### config.mk
export PLATFORM = sky130hd
export DESIGN_NAME = block_range_fragment_splitter_flat
export DESIGN_NICKNAME = d
export VERILOG_FILES = /design/src/sv/brfs_pkg.sv /design/src/sv/brfs_rng_if.sv /design/src/sv/brfs_frag_if.sv /design/src/sv/block_range_fragment_splitter.sv /design/src/sv/brfs_rem_unit.sv /design/src/flat_wrapper.sv
export SDC_FILE = /design/constraint.sdc
export NUM_CORES = 2
export LEC_CHECK = 0
export BUFFER_PORTS_ARGS = -buffer_cell sky130_fd_sc_hd__buf_4
export CAP_MARGIN = 30
export CORE_ASPECT_RATIO = 1.5
export CORE_MARGIN = 2
export CORE_UTILIZATION = 25
export DETAILED_ROUTE_END_ITERATION = 16
export PLACE_DENSITY = 0.36
export SLEW_MARGIN = 20
export SYNTH_ARGS = -nofsm -noshare
export SYNTH_HDL_FRONTEND = slang
export SYNTH_HIERARCHICAL = 1
export SYNTH_SLANG_ARGS = --single-unit
### constraint.sdc
create_clock -name clk -period 13.26 [get_ports clk]
set_input_delay 2.652 -clock clk [delete_from_list [all_inputs] [get_ports clk]]
set_output_delay 2.652 -clock clk [all_outputs]
set_load 0.01 [all_outputs]
### src/sv/brfs_pkg.sv
package brfs_pkg;

  localparam int OFS_W   = 48;
  localparam int BLK_W   = 33;
  localparam int INBLK_W = 32;
  localparam int CNT_W   = 7;
  localparam int CFG_W   = 48;
  localparam int IDX_W   = 2;

  typedef logic [IDX_W-1:0] reg_idx_t;

  localparam reg_idx_t REG_FILE_LENGTH  = 2'd0;
  localparam reg_idx_t REG_BLOCK_LENGTH = 2'd1;

  localparam logic [OFS_W-1:0] FILE_LENGTH_RST  = 48'd1;
  localparam logic [BLK_W-1:0] BLOCK_LENGTH_RST = 33'd1048576;

  typedef struct packed {
    logic go;
    logic done;
  } rem_ctl_t;

endpackage

### src/sv/brfs_rng_if.sv
interface brfs_rng_if import brfs_pkg::*; ();
  logic             valid;
  logic             ready;
  logic [OFS_W-1:0] range_start;
  logic [OFS_W-1:0] range_length;

  modport source (output valid, range_start, range_length, input ready);
  modport sink   (input valid, range_start, range_length, output ready);
endinterface

### src/sv/brfs_frag_if.sv
interface brfs_frag_if import brfs_pkg::*; ();
  logic               valid;
  logic               ready;
  logic [OFS_W-1:0]   block_base;
  logic [BLK_W-1:0]   block_valid;
  logic [INBLK_W-1:0] offset_in_block;
  logic [BLK_W-1:0]   piece_length;
  logic [OFS_W-1:0]   data_offset;
  logic               whole_block;
  logic               last_piece;
  logic [CNT_W-1:0]   whole_count;
  logic [OFS_W-1:0]   whole_bytes;
  logic [CNT_W-1:0]   part_count;
  logic [OFS_W-1:0]   part_bytes;
  logic               bad_range;

  modport source (
    output valid, block_base, block_valid, offset_in_block, piece_length, data_offset,
           whole_block, last_piece, whole_count, whole_bytes, part_count, part_bytes,
           bad_range,
    input  ready
  );
  modport sink (
    input  valid, block_base, block_valid, offset_in_block, piece_length, data_offset,
           whole_block, last_piece, whole_count, whole_bytes, part_count, part_bytes,
           bad_range,
    output ready
  );
endinterface

### src/sv/block_range_fragment_splitter.sv
// Channel  Dir  Fields
// rng      in   range_start, range_length
// frag     out  block_base, block_valid, offset_in_block, piece_length, data_offset,
//               whole_block, last_piece, whole/part count and bytes, bad_range
//
// One range at a time: a check state, a bit-serial start mod block size (48 steps
// and done) in the subtract/compare unit, a limit state, then prep, gen and hold states per
// fragment plus frag stalls, with an idle accept state before each range.
// Empty or out-of-file ranges skip the remainder and go to the result; over-limit after the limit check.
// rst is synchronous; registers come out of reset at file_length 1, block_length 1M.
// rng.ready is high only while idle; a pending result holds until frag.ready.
module block_range_fragment_splitter import brfs_pkg::*; #(
  parameter int MAX_FRAGMENTS = 64,
  parameter int OFFSET_BITS   = 48
) (
  input  logic             clk,
  input  logic             rst,
  input  logic             wr_en,
  input  reg_idx_t         wr_index,
  input  logic [CFG_W-1:0] wr_data,
  brfs_rng_if.sink         rng,
  brfs_frag_if.source      frag
);

  localparam logic [OFS_W-1:0] OFS_MASK =
    (OFFSET_BITS >= OFS_W) ? '1 : OFS_W'((64'd1 << OFFSET_BITS) - 64'd1);
  localparam logic [CNT_W-1:0] MAXF = CNT_W'(MAX_FRAGMENTS);
  localparam int LIM_W = BLK_W + CNT_W;

  typedef enum logic [6:0] {
    S_IDLE  = 7'b0000001,
    S_CHECK = 7'b0000010,
    S_DIV   = 7'b0000100,
    S_LIMIT = 7'b0001000,
    S_PREP  = 7'b0010000,
    S_GEN   = 7'b0100000,
    S_HOLD  = 7'b1000000
  } state_t;

  state_t             state;
  logic [OFS_W-1:0]   file_length;
  logic [BLK_W-1:0]   block_length;
  logic [OFS_W-1:0]   start, len, fin, pos, base;
  logic [LIM_W-1:0]   lim;
  logic [BLK_W-1:0]   valid_len;
  logic [CNT_W-1:0]   wc, pc;
  logic [OFS_W-1:0]   wb, pb;
  rem_ctl_t           rctl;
  logic [INBLK_W-1:0] rem;

  logic               bad_early, bad_limit;
  logic [OFS_W-1:0]   room, bend, fend;
  logic [BLK_W-1:0]   piece;
  logic [INBLK_W-1:0] inblk;
  logic               whole, last;
  logic [CNT_W-1:0]   wc_next, pc_next;
  logic [OFS_W-1:0]   wb_next, pb_next;

  brfs_rem_unit u_rem (
    .clk      (clk),
    .rst      (rst),
    .go       (rctl.go),
    .dividend (start),
    .divisor  (block_length),
    .done     (rctl.done),
    .rem      (rem)
  );

  assign rng.ready  = (state == S_IDLE);
  assign frag.valid = (state == S_HOLD);

  assign bad_early = (block_length == '0) || (len == '0) || (start >= file_length) ||
                     (len > file_length - start);
  assign bad_limit = ({1'b0, len} + (OFS_W+1)'(rem)) > (OFS_W+1)'(lim);
  assign rctl.go   = (state == S_CHECK) && !bad_early;

  assign room    = file_length - base;
  assign bend    = base + OFS_W'(valid_len);
  assign fend    = (fin < bend) ? fin : bend;
  assign piece   = BLK_W'(fend - pos);
  assign inblk   = INBLK_W'(pos - base);
  assign whole   = (inblk == '0) && (piece == valid_len);
  assign last    = (fend >= fin);
  assign wc_next = wc + CNT_W'(whole);
  assign pc_next = pc + CNT_W'(!whole);
  assign wb_next = whole ? wb + OFS_W'(piece) : wb;
  assign pb_next = whole ? pb : pb + OFS_W'(piece);

  always_ff @(posedge clk) begin
    if (rst) begin
      file_length  <= FILE_LENGTH_RST;
      block_length <= BLOCK_LENGTH_RST;
    end else if (wr_en) begin
      case (wr_index)
        REG_FILE_LENGTH:  file_length  <= wr_data[OFS_W-1:0];
        REG_BLOCK_LENGTH: block_length <= wr_data[BLK_W-1:0];
        default: ;
      endcase
    end
  end

  always_ff @(posedge clk) begin
    if (rst) begin
      state <= S_IDLE;
    end else begin
      case (state)
        S_IDLE:  if (rng.valid) state <= S_CHECK;
        S_CHECK: state <= bad_early ? S_HOLD : S_DIV;
        S_DIV:   if (rctl.done) state <= S_LIMIT;
        S_LIMIT: state <= bad_limit ? S_HOLD : S_PREP;
        S_PREP:  state <= S_GEN;
        S_GEN:   state <= S_HOLD;
        S_HOLD: begin
          if (frag.ready) state <= frag.last_piece ? S_IDLE : S_PREP;
        end
        default: state <= S_IDLE;
      endcase
    end
  end

  always_ff @(posedge clk) begin
    case (state)
      S_IDLE: begin
        start <= rng.range_start & OFS_MASK;
        len   <= rng.range_length & OFS_MASK;
        wc    <= '0;
        pc    <= '0;
        wb    <= '0;
        pb    <= '0;
      end
      S_CHECK: begin
        fin <= start + len;
        lim <= LIM_W'(block_length) * LIM_W'(MAXF);
      end
      S_LIMIT: begin
        pos  <= start;
        base <= start - OFS_W'(rem);
      end
      S_PREP: begin
        valid_len <= ({{(OFS_W-BLK_W){1'b0}}, block_length} < room) ?
                     block_length : room[BLK_W-1:0];
      end
      S_GEN: begin
        pos  <= fend;
        base <= bend;
        wc   <= wc_next;
        pc   <= pc_next;
        wb   <= wb_next;
        pb   <= pb_next;
      end
      default: ;
    endcase
  end

  always_ff @(posedge clk) begin
    if (((state == S_CHECK) && bad_early) || ((state == S_LIMIT) && bad_limit)) begin
      frag.block_base      <= '0;
      frag.block_valid     <= '0;
      frag.offset_in_block <= '0;
      frag.piece_length    <= '0;
      frag.data_offset     <= '0;
      frag.whole_block     <= 1'b0;
      frag.last_piece      <= 1'b1;
      frag.whole_count     <= '0;
      frag.whole_bytes     <= '0;
      frag.part_count      <= '0;
      frag.part_bytes      <= '0;
      frag.bad_range       <= 1'b1;
    end else if (state == S_GEN) begin
      frag.block_base      <= base;
      frag.block_valid     <= valid_len;
      frag.offset_in_block <= inblk;
      frag.piece_length    <= piece;
      frag.data_offset     <= pos - start;
      frag.whole_block     <= whole;
      frag.last_piece      <= last;
      frag.whole_count     <= wc_next;
      frag.whole_bytes     <= wb_next;
      frag.part_count      <= pc_next;
      frag.part_bytes      <= pb_next;
      frag.bad_range       <= 1'b0;
    end
  end

endmodule

### src/sv/brfs_rem_unit.sv
// restoring remainder, one dividend bit per cycle
module brfs_rem_unit import brfs_pkg::*; (
  input  logic               clk,
  input  logic               rst,
  input  logic               go,
  input  logic [OFS_W-1:0]   dividend,
  input  logic [BLK_W-1:0]   divisor,
  output logic               done,
  output logic [INBLK_W-1:0] rem
);

  localparam int CW = $clog2(OFS_W);

  logic             busy;
  logic [CW-1:0]    cnt;
  logic [OFS_W-1:0] dvd;
  logic [BLK_W-1:0] sh;

  assign sh = {rem, dvd[OFS_W-1]};

  always_ff @(posedge clk) begin
    if (rst) begin
      busy <= 1'b0;
      done <= 1'b0;
      cnt  <= '0;
    end else begin
      done <= busy && (cnt == '0);
      if (go) begin
        busy <= 1'b1;
        cnt  <= CW'(OFS_W - 1);
      end else if (busy) begin
        cnt <= cnt - 1'b1;
        if (cnt == '0) begin
          busy <= 1'b0;
        end
      end
    end
  end

  always_ff @(posedge clk) begin
    if (go) begin
      dvd <= dividend;
      rem <= '0;
    end else if (busy) begin
      dvd <= {dvd[OFS_W-2:0], 1'b0};
      if (sh >= divisor) begin
        rem <= INBLK_W'(sh - divisor);
      end else begin
        rem <= sh[INBLK_W-1:0];
      end
    end
  end

endmodule

### src/flat_wrapper.sv
// flat-port wrapper written by rule: the top's interface ports become plain ports
module block_range_fragment_splitter_flat import brfs_pkg::*;
#(
  parameter int MAX_FRAGMENTS = 64,
  parameter int OFFSET_BITS   = 48
)
  (clk, rst, wr_en, wr_index, wr_data, rng_valid, rng_range_start, rng_range_length, rng_ready, frag_valid, frag_block_base, frag_block_valid, frag_offset_in_block, frag_piece_length, frag_data_offset, frag_whole_block, frag_last_piece, frag_whole_count, frag_whole_bytes, frag_part_count, frag_part_bytes, frag_bad_range, frag_ready);
  brfs_rng_if rng_i ();
  brfs_frag_if frag_i ();
  input  logic clk;
  input  logic rst;
  input  logic wr_en;
  input  reg_idx_t wr_index;
  input  logic [CFG_W-1:0] wr_data;
  input wire logic [$bits(rng_i.valid)-1:0] rng_valid;
  input wire logic [$bits(rng_i.range_start)-1:0] rng_range_start;
  input wire logic [$bits(rng_i.range_length)-1:0] rng_range_length;
  output wire logic [$bits(rng_i.ready)-1:0] rng_ready;
  output wire logic [$bits(frag_i.valid)-1:0] frag_valid;
  output wire logic [$bits(frag_i.block_base)-1:0] frag_block_base;
  output wire logic [$bits(frag_i.block_valid)-1:0] frag_block_valid;
  output wire logic [$bits(frag_i.offset_in_block)-1:0] frag_offset_in_block;
  output wire logic [$bits(frag_i.piece_length)-1:0] frag_piece_length;
  output wire logic [$bits(frag_i.data_offset)-1:0] frag_data_offset;
  output wire logic [$bits(frag_i.whole_block)-1:0] frag_whole_block;
  output wire logic [$bits(frag_i.last_piece)-1:0] frag_last_piece;
  output wire logic [$bits(frag_i.whole_count)-1:0] frag_whole_count;
  output wire logic [$bits(frag_i.whole_bytes)-1:0] frag_whole_bytes;
  output wire logic [$bits(frag_i.part_count)-1:0] frag_part_count;
  output wire logic [$bits(frag_i.part_bytes)-1:0] frag_part_bytes;
  output wire logic [$bits(frag_i.bad_range)-1:0] frag_bad_range;
  input wire logic [$bits(frag_i.ready)-1:0] frag_ready;
  assign rng_i.valid = rng_valid;
  assign rng_i.range_start = rng_range_start;
  assign rng_i.range_length = rng_range_length;
  assign rng_ready = rng_i.ready;
  assign frag_valid = frag_i.valid;
  assign frag_block_base = frag_i.block_base;
  assign frag_block_valid = frag_i.block_valid;
  assign frag_offset_in_block = frag_i.offset_in_block;
  assign frag_piece_length = frag_i.piece_length;
  assign frag_data_offset = frag_i.data_offset;
  assign frag_whole_block = frag_i.whole_block;
  assign frag_last_piece = frag_i.last_piece;
  assign frag_whole_count = frag_i.whole_count;
  assign frag_whole_bytes = frag_i.whole_bytes;
  assign frag_part_count = frag_i.part_count;
  assign frag_part_bytes = frag_i.part_bytes;
  assign frag_bad_range = frag_i.bad_range;
  assign frag_i.ready = frag_ready;
  block_range_fragment_splitter #(.MAX_FRAGMENTS(MAX_FRAGMENTS), .OFFSET_BITS(OFFSET_BITS)) u_core (.clk(clk), .rst(rst), .wr_en(wr_en), .wr_index(wr_index), .wr_data(wr_data), .rng(rng_i), .frag(frag_i));
endmodule
* Word-level counts from Yosys, hierarchy flattened *
Index checks and enable logic that the tools add are counted.

operators by class
  $add $sub $neg = 15
  shift operators = 0
  equal/unequal tests = 12
  $mul = 0
  reduce and logical (&&, ||, !) cells = 23
  bitwise operators = 0
  multiplexer cells = 25
  divide/modulo/power cells = 0
  $lt $le $gt $ge = 7

operators by type and width
  kind              count
  $pmux 48 s2       4
  $mux 48           5
  $add 48x33->48    3
  $sub 48x48->48    3
  $ge 48x48->1      2
  $sub 32x32->32    2
  $add 48x32->49    1
  $gt 49x39->1      1
  $pmux 7 s7        1
  $add 48x48->48    1
  $gt 48x48->1      1
  $logic_not 48->1  1
  $lt 33x48->1      1
  $lt 48x48->1      1
  $sub 48x32->48    1
  $mux 7            5
  $eq 33x33->1      1
  $ge 33x33->1      1
  $logic_not 33->1  1
  $mux 33           1
  $sub 33x33->33    1
  $logic_not 32->1  1
  $mux 32           1
  $pmux 7 s2        2
  other kinds (24)  40

word-level totals
  register bits after elaboration = 899
  bits in read-only memories = 0
  latch bits = 0
  output and inout bits = 309
  memories = 0
  memory bits (writable) = 0

* Longest topological paths before layout *
  depth in word-level cells = 9
  depth in mapped cells = 53

* Hierarchy *
Netlist, hierarchy kept.

modules (own cells, without submodules)
  module                         sequential area each (µm²)  times used  cells each  area an instance (µm²)
  block_range_fragment_splitter  20399.6                     1           6731        57981.9
  brfs_rem_unit                  2242.2                      1           590         5715.5

* Worst setup path before layout *
No wires, ideal clock.

  path type = reg-to-reg
  start = reg u_core.base[0]
  end = reg u_core.wb[46] (data pin)
  library setup time = 0.161 ns
  buffers on the path = 3
  slack = 2.795 ns
  cell stages (with the launch flop) = 49
  arrival = 10.304 ns
  path through = edfxtp_1 > ha_1 > inv_1 > fa_1 > nor2b_1 > o2111ai_1 > a31oi_1 > o21a_1 > or3_1 > nand2_1 > a2111oi_0 > and3_1 > xnor2_1 > inv_1 > ha_1 > a41oi_1 > o21ai_0 > a21oi_1 > [13 not listed] > o21ai_0 > a21o_1 > a21oi_1 > xnor2_1 > ha_1 > o2111ai_1 > nand2_1 > a21oi_1 > a311oi_1 > a221oi_1 > o21ai_0 > a41oi_1 > o21ai_0 > a21o_1 > or4b_1 > buf_2 > or3_1 > a21oi_1

on the way
  cells in the longest elaborated chain, start to end = 8

RTL lines
  element                                                                 line                                  text
  from (decl)                                                             block_range_fragment_splitter.sv:43   logic [OFS_W-1:0] start, len, fin, pos, base;
  from (signal assigned)                                                  block_range_fragment_splitter.sv:137  base <= start - OFS_W'(rem);
  from (signal assigned)                                                  block_range_fragment_splitter.sv:145  base <= bend;
  $add 48x33->48 (*)                                                      block_range_fragment_splitter.sv:78   assign bend = base + OFS_W'(valid_len);
  $lt 48x48->1                                                            block_range_fragment_splitter.sv:79   assign fend = (fin < bend) ? fin : bend;
  $mux 48 (*)                                                             block_range_fragment_splitter.sv:79
  $sub 33x33->33 (*)                                                      block_range_fragment_splitter.sv:80   assign piece = BLK_W'(fend - pos);
  net u_core.piece[12]                                                    block_range_fragment_splitter.sv:53   logic [BLK_W-1:0] piece;
  parallel branches: the longest is 2 deep, another holds $add 48x33->48  -
  $mux 48 (*)                                                             block_range_fragment_splitter.sv:86   assign wb_next = whole ? wb + OFS_W'(piece) : wb;
  $pmux 48 s2 (*)                                                         block_range_fragment_splitter.sv:122  case (state)
  to (signal assigned)                                                    block_range_fragment_splitter.sv:148  wb <= wb_next;
  to (decl)                                                               block_range_fragment_splitter.sv:47   logic [OFS_W-1:0] wb, pb;

Mark *: on every way through the listed nets, which the timed path passes.
A chain may end at the register's enable or synchronous reset.

* Worst setup path after layout *
  start = reg u_core.valid_len[12]
  end = reg u_core/frag.whole_count[6] in the netlist's numbering

on the way
  cells in the longest elaborated chain, start to end = 7

RTL lines
  element                 line                                  text
  from (decl)             block_range_fragment_splitter.sv:45   logic [BLK_W-1:0] valid_len;
  from (signal assigned)  block_range_fragment_splitter.sv:140  valid_len <= ({{(OFS_W-BLK_W){1'b0}}, block_length} < room) ?
  $add 48x33->48          block_range_fragment_splitter.sv:78
  $lt 48x48->1            block_range_fragment_splitter.sv:79
  $mux 48                 block_range_fragment_splitter.sv:79
  $sub 33x33->33          block_range_fragment_splitter.sv:80
  net u_core.piece[1]     block_range_fragment_splitter.sv:53
  $eq 33x33->1            block_range_fragment_splitter.sv:82   assign whole = (inblk == '0) && (piece == valid_len);
  $logic_and 1x1->1       block_range_fragment_splitter.sv:82
  net u_core.whole        block_range_fragment_splitter.sv:55   logic whole, last;
  $add 7x1->7             block_range_fragment_splitter.sv:84   assign wc_next = wc + CNT_W'(whole);
  to (signal assigned)    block_range_fragment_splitter.sv:177  frag.whole_count <= wc_next;
  to (decl)               brfs_frag_if.sv:19                    whole_block, last_piece, whole_count, whole_bytes, part_count, part_bytes,

The timed path passes the listed nets, and every way through them passes these cells.

==> run metrics <==
Hold Path Class=reg -> reg; dpl hpwl=244000 microns; row cnt=227; synthesized instance count=7321; fin nets=8992; post-synthesis simple-gate area fraction=16.9%; Final Skew=0.0714 ns; worst endpoint data arrival time=13.18 ns; Netlist cell types=99; relative slew slack=26.9%; via/cell ratio=5.00; Total GRT Usage=22.2%; Root Driver=clkbuf_16; Ys Warns=6; initial antenna violation count=10; commonest non-fill, non-tap cell in the layout=buf_4; Area after DPL=74500 sq um; Async SR Flop Fraction=0%; adder and majority cell fraction of the synthesized area=13.4%; synthesized flop and latch total=899; pin count of the biggest net entering global routing=132; crit-path leading delay family=simple AND/OR/NAND/NOR gates; worst-path fanout max=14; port bufs=459; Power Dens Cells=126 nW/um^2; final hold vios=0; CP max-delay cell=nor3_4; Leak=0.0340 uW; H-tree Lvls=3; max_cap viols=0; layout cells sized above 1=16.2%; status=finished clean; Worst-Margin Slew=1.09 ns; Final Slew Violations=0; CP required=14.01 ns; RSZ-0062 raised after global routing=false; Mapped Area=63700 sq um; Yosys top cell by area=edfxtp_1; Final Critical Period=12.43 ns; main combinational cell family by area after synthesis=compound AO/OA/AOI/OAI gates; Post-Route Setup TNS=0 ns; register area share after synthesis=35.5%; multiplexer share of the synthesized area=2.56%; CP max stage delay=0.59 ns; Die ar.=259000 sq um; Clock Latency Late Sink=0.82 ns; Die W=416 microns; Tcrit/Tclk final=93.8%; Starting Density=25.1%; Worst VDD drop=0.107 mV; first-pass GRT wire length=418000 microns; DR WL/cell=25.6 microns; Post-synth EDFFs=464; Crit. End Element=flip-flop; DRT Wirelength=297000 microns; TritonCTS Buffers=108; synth top area cells=edfxtp_1, dfxtp_1, ha_1; routability cong.=0.926; CP most frequent cell=buf_4; Worst Path Buf+Inv=12; postcts setup bufs=0; Synth Area per Inst=8.70 sq um; most common flop cell mapped by yosys=edfxtp_1; commonest non-fill, non-tap cells in the layout=buf_4, nand2_1, a21oi_1, ha_1, nor2_1; vias in the first global route=59500; Final setup viols=0; Synth Area in Compound Gates=20.6%; Area Overhead vs Synth=23.2%; post-route ant nets=0; number of DRC markers in iteration 0=3426; fillers=26800; post-synth top area share=21.9%; vias=57900; DRC=0; startpoint types=flip-flop; CTS tree=built; Post-Syn Nets=8148; Post-Synth XOR/XNOR Area=6.64%; total grt overflow=0; TritonRoute pass-1 iters=6; Die H=622 microns; io pins=460; deepest clock path buffer count=3; Peak Freq=80.4 MHz; post-route cell area=78500 sq um; clock sinks=899; Clock Pin Slew Worst Setup and Hold Paths=0.06 ns; WS Path Type=reg -> reg; core area=254000 sq um
==> metrics by stage <==
step	power, uW	util, %	std cells	hold slack [ns]	worst slack (ns)
after global placement	6610	29.3	11400	0.439	-0.0587
after detailed placement	6620	29.3	11400	0.444	-0.142
after global routing	10400	30.9	11600	0.468	0.100
after floorplan	5390	-	7321	0.458	2.79
after CTS	10000	30.9	11600	0.452	0.174
final	9870	30.9	11600	0.450	0.827
==> layout make-up <==
| cell class | instances | area [sq um] | area share (%) |
|---|---|---|---|
| antenna | 9 | 22.5 | 0.0287 |
| clock inverter | 62 | 779 | 0.993 |
| inverter | 465 | 1750 | 2.23 |
| timing repair buffer | 988 | 7580 | 9.66 |
| multi-input combinational | 5703 | 38500 | 49.0 |
| sequential | 899 | 22600 | 28.8 |
| clock buffer | 144 | 3100 | 3.95 |
| tap | 3320 | 4150 | 5.29 |
==> synth_stat cells (all sizes together) (40+ instances only) <==
cell type / n
a211oi: 109
a21o: 327
a21oi: 774
a31oi: 58
and2: 45
and3: 53
clkbuf: 218
dfxtp: 435
edfxtp: 464
ha: 664
inv: 465
mux2: 72
mux2i: 82
nand2: 927
nand2b: 92
nand3: 152
nand4: 111
nor2: 496
nor2b: 80
nor3: 105
nor4: 65
o21a: 80
o21ai: 399
o21bai: 42
or3: 40
xnor2: 308
xor2: 162
==> tightest hold or removal path, stage by stage (launching register included) <==
cell     delay [ns]
dfxtp_1        0.31
nand2_1        0.05
a21oi_1        0.05
==> layer usage <==
metal / vias to the layer above / routed length, microns / GRT usage [%]
li1: 28200 / - / -
met1: 28000 / 124000 / 26.4
met2: 1278 / 146000 / 39.5
met3: 382 / 9460 / 2.27
met4: 4 / 16500 / 10.9
met5: - / 24 / 0
==> cells by family (layout without fill, tap and decap cells) <==
group                    after synthesis  count (layout)
adder cells (fa/ha/maj)              676             676
buffers and inverters                719            1659
AO/OA/AOI/OAI                       2100            2100
XOR/XNOR                             475             475
multiplexers                         154             154
flip-flops                           899             899
other                                  0               9
AND/OR/NAND/NOR                     2298            2298
==> path summary, 6_finish.rpt <==
kind,slack [ns],startpoint,cells after the start,to
setup reg to reg,0.83,u_core/valid_len[12],54,u_core/frag.whole_count[6]
setup / recovery,0.83,u_core/valid_len[12],54,u_core/frag.whole_count[6]
hold reg to reg,0.45,u_core/frag.block_base[10],2,u_core/frag.block_base[10]
hold / removal,0.45,u_core/frag.block_base[10],2,u_core/frag.block_base[10]
==> power breakdown <==
part | internal [uW] | switching, uW | total, uW | leakage (uW)
registers | 3130 | 212 | 3340 | 0.00803
clock network | 1900 | 1400 | 3300 | 0.00189
logic | 1320 | 1920 | 3230 | 0.0240
total | 6340 | 3520 | 9870 | 0.0340
==> what timing repair did <==
action / in CTS / in global routing
hold endpoints to repair: 0 / 0
hold buffers: 0 / 0
pin swaps: 0 / 0
gates resized for setup: 1 / 4
gates cloned: 0 / 0
endpoints found under the setup margin: 10 / 40
No activity file was read; power rests on OpenSTA's default activity.
